### src/rtl/core/assert_macros.svh
// assertion macros used by the mapping block rtl file
`ifndef ASSERT_MACROS_SVH
`define ASSERT_MACROS_SVH

// same-cycle implication, checked at every rising edge outside reset
`define APM_ASSERT_IMP(lbl, clk, rst, ante, cons, msg) \
   lbl: assert property (@(posedge clk) disable iff (rst) (ante) |-> (cons)) else $error(msg);

// next-cycle implication, checked at every rising edge outside reset
`define APM_ASSERT_NXT(lbl, clk, rst, ante, cons, msg) \
   lbl: assert property (@(posedge clk) disable iff (rst) (ante) |=> (cons)) else $error(msg);

`endif

### src/rtl/core/apm_pkg.sv
// shared constants and codes of the parallelogram mapping block
package apm_pkg;

   localparam int APM_FRAC_BITS = 16;
   localparam int APM_WORD_BITS = 32;

   // digit width of one partial product in the multipliers
   localparam int MUL_DIG = 32;

   localparam int MODE_BITS   = 2;
   localparam int FACE_BITS   = 3;
   localparam int STATUS_BITS = 2;

   localparam int APM_FACES_PER_AXIS = 2;

   // operation codes
   localparam logic [MODE_BITS-1:0] MODE_MAP  = 2'd0;
   localparam logic [MODE_BITS-1:0] MODE_AREA = 2'd1;
   localparam logic [MODE_BITS-1:0] MODE_FACE = 2'd2;
   localparam logic [MODE_BITS-1:0] MODE_GRAD = 2'd3;

   // face axis codes
   localparam logic [FACE_BITS-1:0] AXIS_Y = 3'd0;
   localparam logic [FACE_BITS-1:0] AXIS_X = 3'd1;

   // status codes
   localparam logic [STATUS_BITS-1:0] ST_OK    = 2'd0;
   localparam logic [STATUS_BITS-1:0] ST_FACE  = 2'd1;
   localparam logic [STATUS_BITS-1:0] ST_DEGEN = 2'd2;

endpackage

### src/rtl/core/apm_mul.sv
// three-stage signed multiplier built from digit partial products
module apm_mul import apm_pkg::*; #(
   parameter int AW = 33,
   parameter int BW = 33
) (
   input  logic                 clock,
   input  logic                 adv_i,
   input  logic signed [AW-1:0] a_i,
   input  logic signed [BW-1:0] b_i,
   output logic signed [AW+BW-1:0] p_o
);

   localparam int NA = (AW + MUL_DIG - 1) / MUL_DIG;
   localparam int NB = (BW + MUL_DIG - 1) / MUL_DIG;
   localparam int SW = (NA + NB) * MUL_DIG;
   localparam int PW = AW + BW;

   logic [AW-1:0]         abs_a;
   logic [BW-1:0]         abs_b;
   logic [NA*MUL_DIG-1:0] ma;
   logic [NB*MUL_DIG-1:0] mb;
   logic [2*MUL_DIG-1:0]  pp_in [NA][NB];
   logic [2*MUL_DIG-1:0]  pp_ff [NA][NB];
   logic                  neg1_ff;
   logic [SW-1:0]         acc;
   logic [PW-1:0]         mag_ff;
   logic                  neg2_ff;
   logic signed [PW-1:0]  p_in;
   logic signed [PW-1:0]  p_ff;

   // magnitudes split into digits, one partial product per digit pair
   always_comb begin
      abs_a = a_i[AW-1] ? AW'(~a_i + 1'b1) : a_i;
      abs_b = b_i[BW-1] ? BW'(~b_i + 1'b1) : b_i;
      ma = (NA*MUL_DIG)'(abs_a);
      mb = (NB*MUL_DIG)'(abs_b);
      for (int i = 0; i < NA; i++) begin
         for (int j = 0; j < NB; j++) begin
            pp_in[i][j] = (2*MUL_DIG)'(ma[i*MUL_DIG +: MUL_DIG])
                        * (2*MUL_DIG)'(mb[j*MUL_DIG +: MUL_DIG]);
         end
      end
   end

   // sum of the shifted partial products
   always_comb begin
      acc = '0;
      for (int i = 0; i < NA; i++) begin
         for (int j = 0; j < NB; j++) begin
            acc = acc + (SW'(pp_ff[i][j]) << (MUL_DIG * (i + j)));
         end
      end
   end

   // sign applied last
   assign p_in = neg2_ff ? PW'(~mag_ff + 1'b1) : mag_ff;

   always_ff @(posedge clock) begin
      if (adv_i) begin
         pp_ff   <= pp_in;
         neg1_ff <= a_i[AW-1] ^ b_i[BW-1];
         mag_ff  <= acc[PW-1:0];
         neg2_ff <= neg1_ff;
         p_ff    <= p_in;
      end
   end

   assign p_o = p_ff;

endmodule

### config.mk
export PLATFORM = sky130hd
export DESIGN_NAME = apm_mul
export DESIGN_NICKNAME = d
export VERILOG_FILES = /design/src/rtl/core/assert_macros.svh /design/src/rtl/core/apm_pkg.sv /design/src/rtl/core/apm_mul.sv
export SDC_FILE = /design/constraint.sdc
export NUM_CORES = 2
export LEC_CHECK = 0
export BUFFER_PORTS_ARGS = -buffer_cell sky130_fd_sc_hd__buf_2
export CAP_MARGIN = 5
export CELL_PAD_IN_SITES_DETAIL_PLACEMENT = 1
export CELL_PAD_IN_SITES_GLOBAL_PLACEMENT = 1
export CORE_ASPECT_RATIO = 0.9
export CORE_UTILIZATION = 56
export CTS_CLUSTER_DIAMETER = 80
export CTS_CLUSTER_SIZE = 40
export DETAILED_ROUTE_END_ITERATION = 10
export HOLD_SLACK_MARGIN = 0.08
export MAX_ROUTING_LAYER = met4
export PLACE_DENSITY = 0.92
export RECOVER_POWER = 100
export SYNTH_ARGS = -nofsm -noshare
export SYNTH_HDL_FRONTEND = slang
export SYNTH_SLANG_ARGS = --single-unit
### constraint.sdc
create_clock -name clock -period 29.9 [get_ports clock]
set_input_delay 2.99 -clock clock [delete_from_list [all_inputs] [get_ports clock]]
set_output_delay 2.99 -clock clock [all_outputs]
set_load 0.01 [all_outputs]
==> impl_metrics.tcl <==
set metrics [dict create \
    dpl.hpwl_mm 146 \
    synth_ff_type "sky130_fd_sc_hd__edfxtp_1" \
    critPathArrivalTime_ns 16.06 \
    fin_crit_ns 15.78 \
    floorplan.initialDensity_pct 57.0 \
    post_cts_resized 0 \
    final_cells 5835 \
    rsz0062_at_grt "false" \
    largest_net_degree_at_the_start_of_global_routing 110 \
    final_count_of_negative_setup_slack_endpoints 0 \
    die_w_um 303 \
    hold_fix_buffers_at_cts 0 \
    drt_pass1_iterations 5 \
    setup_cp_type "input port to register" \
    detail_route.wl_per_cell_um 32.6 \
    grt.overflow.total 0 \
    yosys.cell_types.count 74 \
    worst_pin_slew_ns 6.33 \
    synth.cell_area_sq_um 45500 \
    layout-area-overhead-vs-synth_pct 6.40 \
    synth_sequential_area_ratio_pct 17.3 \
    drtAntennaViolNets 0 \
    cts_tree "yes" \
    post-cts-setup-buffer-count 0 \
    postSynthRegisterBits 263 \
    cts.reportedPaths.clkPinSlew_ns 0.14 \
    worstPathMaxFanout 35 \
    cts_sinks 263 \
    hold_viol_final 0 \
    drv.max_cap_violation_count 11 \
    top_level_ports 134 \
    drive_above_1_share_pct 6.01 \
    grt_antenna_before_repair 13 \
    synth-async-reset-ratio_pct 0 \
    critical_path.endpoint_type "register" \
    die_height_um 273 \
    slew-limit-headroom_pct -322 \
    via_count 38200 \
    fmax_mhz 63.4 \
    worst_skew_pair_later_pin_latency_ns 0.57 \
    outcome "finished, violations left" \
    worst_setup_start_kind "input port" \
    synthesis.yosys.warnings 0 \
    synthCells 4714 \
    drt-initial-drc-count 4175 \
    global_route.usage.total_pct 48.5 \
    final.setup_skew_ns 0.0786 \
    place.port_buffers 133 \
    tns_ns 0 \
    numPlacedInstances 5801 \
    h-tree-depth 1 \
    core_area_sq_um 79900 \
    cts-root-buf "sky130_fd_sc_hd__clkbuf_16" \
    synth-edff-count 263 \
    holdCritPathClass "register to register" \
    drcViolationCount 0 \
    fp.dieArea_sq_um 82500 \
    placementRows 98 \
    detail_route.vias_per_cell 6.55 \
    finalMaxSlewViolations 497 \
    detail_route.wirelength_mm 190 \
    cts_max_path_buffers 3 \
    syn_avg_cell_area_sq_um 9.66 \
    synthesis.nets 6009 \
    gpl.final_weighted_congestion 1.04 \
    cts-buffers-inserted 13 \
    min_period_over_period_pct 52.8 \
    grt_pass1_wl_mm 279 \
    worst_ep_required_time_ns 30.18 \
    first_global_vias 44000 \
    violated_checks "capacitance limit, slew limit" \
    final_net_count 6061 \
]
## synthesized netlist by cell type, drive strengths merged, types with 25 or more instances
| master | instances | area share, % |
|---|---|---|
| fa | 929 | 41 |
| inv | 903 | 7.4 |
| nor2 | 682 | 5.6 |
| nand2 | 552 | 4.5 |
| ha | 298 | 8.2 |
| edfxtp | 263 | 17 |
| clkbuf | 191 | 1.6 |
| xnor2 | 178 | 3.5 |
| a21oi | 93 | 1.0 |
| xor2 | 92 | 1.8 |
| o21ai | 89 | 0.98 |
| a21o | 59 | 0.97 |
| o31ai | 46 | 0.78 |
| nand3 | 25 | 0.27 |
## layout make-up
| cell class | instances | area (sq um) |
|---|---|---|
| Multi-Input combinational cell | 3335 | 33900 |
| Fill cell | 8907 | 31500 |
| Sequential cell | 263 | 7900 |
| Inverter | 904 | 3390 |
| Timing Repair Buffer | 249 | 1430 |
| Tap cell | 1050 | 1310 |
| Clock buffer | 14 | 329 |
| Clock inverter | 7 | 140 |
| Antenna cell | 13 | 32.5 |
## routing by layer
layer	track usage, %	part of all wire, %
met2	73.3	45
met3	17.1	13
met1	51.1	31
met5	-	0
met4	40.1	11
## layout by cell type, fill, tap and decap left out, drive strengths merged, types with 6 or more instances in the layout
cell type,instances
fa,929
inv,906
nor2,682
nand2,552
ha,298
edfxtp,263
xnor2,178
buf,174
a21oi,93
xor2,92
o21ai,89
clkbuf,89
a21o,59
o31ai,46
nand3,25
nand4,23
o41ai,21
nor3,19
nand2b,19
o21a,18
and2,16
or4,16
and3,15
nor2b,14
or3,14
diode,13
a31oi,13
o21bai,13
nor4,12
a211oi,8
or2,7
o31a,6
a221oi,6
## flip-flops by register name (all words and copies together) (netlist names)
| register | cells |
|---|---|
| pp_ff | 129 |
| mag_ff | 66 |
| p_o | 66 |
| neg2_ff | 1 |
| neg1_ff | 1 |
## through the flow
step | utilization, % | area [sq um] | setup WS [ns] | hold WS [ns]
floorplan | - | 45500 | 17.72 | 0.400
global placement | 60.2 | 48100 | 16.31 | 0.401
detailed placement | 60.2 | 48100 | 15.72 | 0.405
CTS | 60.8 | 48600 | 16.19 | 0.438
global route | 60.6 | 48500 | 14.12 | 0.443
finish | 60.6 | 48500 | 14.12 | 0.436
## final timing paths
| check | from | slack, ns | endpoint | cells after the start |
|---|---|---|---|---|
| worst min-delay path | pp_ff[197] | 0.44 | mag_ff[5] | 0 |
| worst max-delay path | a_i[32] | 14.12 | pp_ff[253] | 26 |
| worst min register to register | pp_ff[197] | 0.44 | mag_ff[5] | 0 |
| worst max register to register | pp_ff[65] | 25.73 | mag_ff[61] | 13 |
## worst max-delay path, stage by stage
cell and delay [ns]:
sky130_fd_sc_hd__clkbuf_1 1.62, sky130_fd_sc_hd__o21ai_0 0.90, sky130_fd_sc_hd__xnor2_1 1.90, sky130_fd_sc_hd__nand2_1 0.19, sky130_fd_sc_hd__fa_1 0.58, sky130_fd_sc_hd__inv_1 0.05, sky130_fd_sc_hd__fa_1 0.35, sky130_fd_sc_hd__inv_1 0.09
sky130_fd_sc_hd__fa_1 0.44, sky130_fd_sc_hd__fa_1 0.55, sky130_fd_sc_hd__inv_1 0.06, sky130_fd_sc_hd__fa_1 0.50, sky130_fd_sc_hd__ha_1 0.35, sky130_fd_sc_hd__fa_1 0.56, sky130_fd_sc_hd__inv_1 0.06, sky130_fd_sc_hd__fa_1 0.82
sky130_fd_sc_hd__inv_1 0.12, sky130_fd_sc_hd__ha_1 0.42, sky130_fd_sc_hd__a21oi_1 0.27, sky130_fd_sc_hd__o21ai_0 0.18, sky130_fd_sc_hd__o41ai_1 1.21, sky130_fd_sc_hd__o41ai_1 0.38, sky130_fd_sc_hd__a31oi_1 0.57, sky130_fd_sc_hd__o41ai_1 0.28
sky130_fd_sc_hd__a221oi_1 0.46, sky130_fd_sc_hd__xnor2_1 0.11
## cells by family after synthesis
family	share of synthesized area, %
AOI/OAI and AO/OA	6.09
and+or+nand+nor	13.0
buffers and inverters	9.29
adders and majority gates	49.0
xor gates and xnor gates	5.28
DFF	17.3
Power is left out: the tool's default activity adds up to more than one toggle a clock period on the data nets, which glitch-free logic cannot reach.
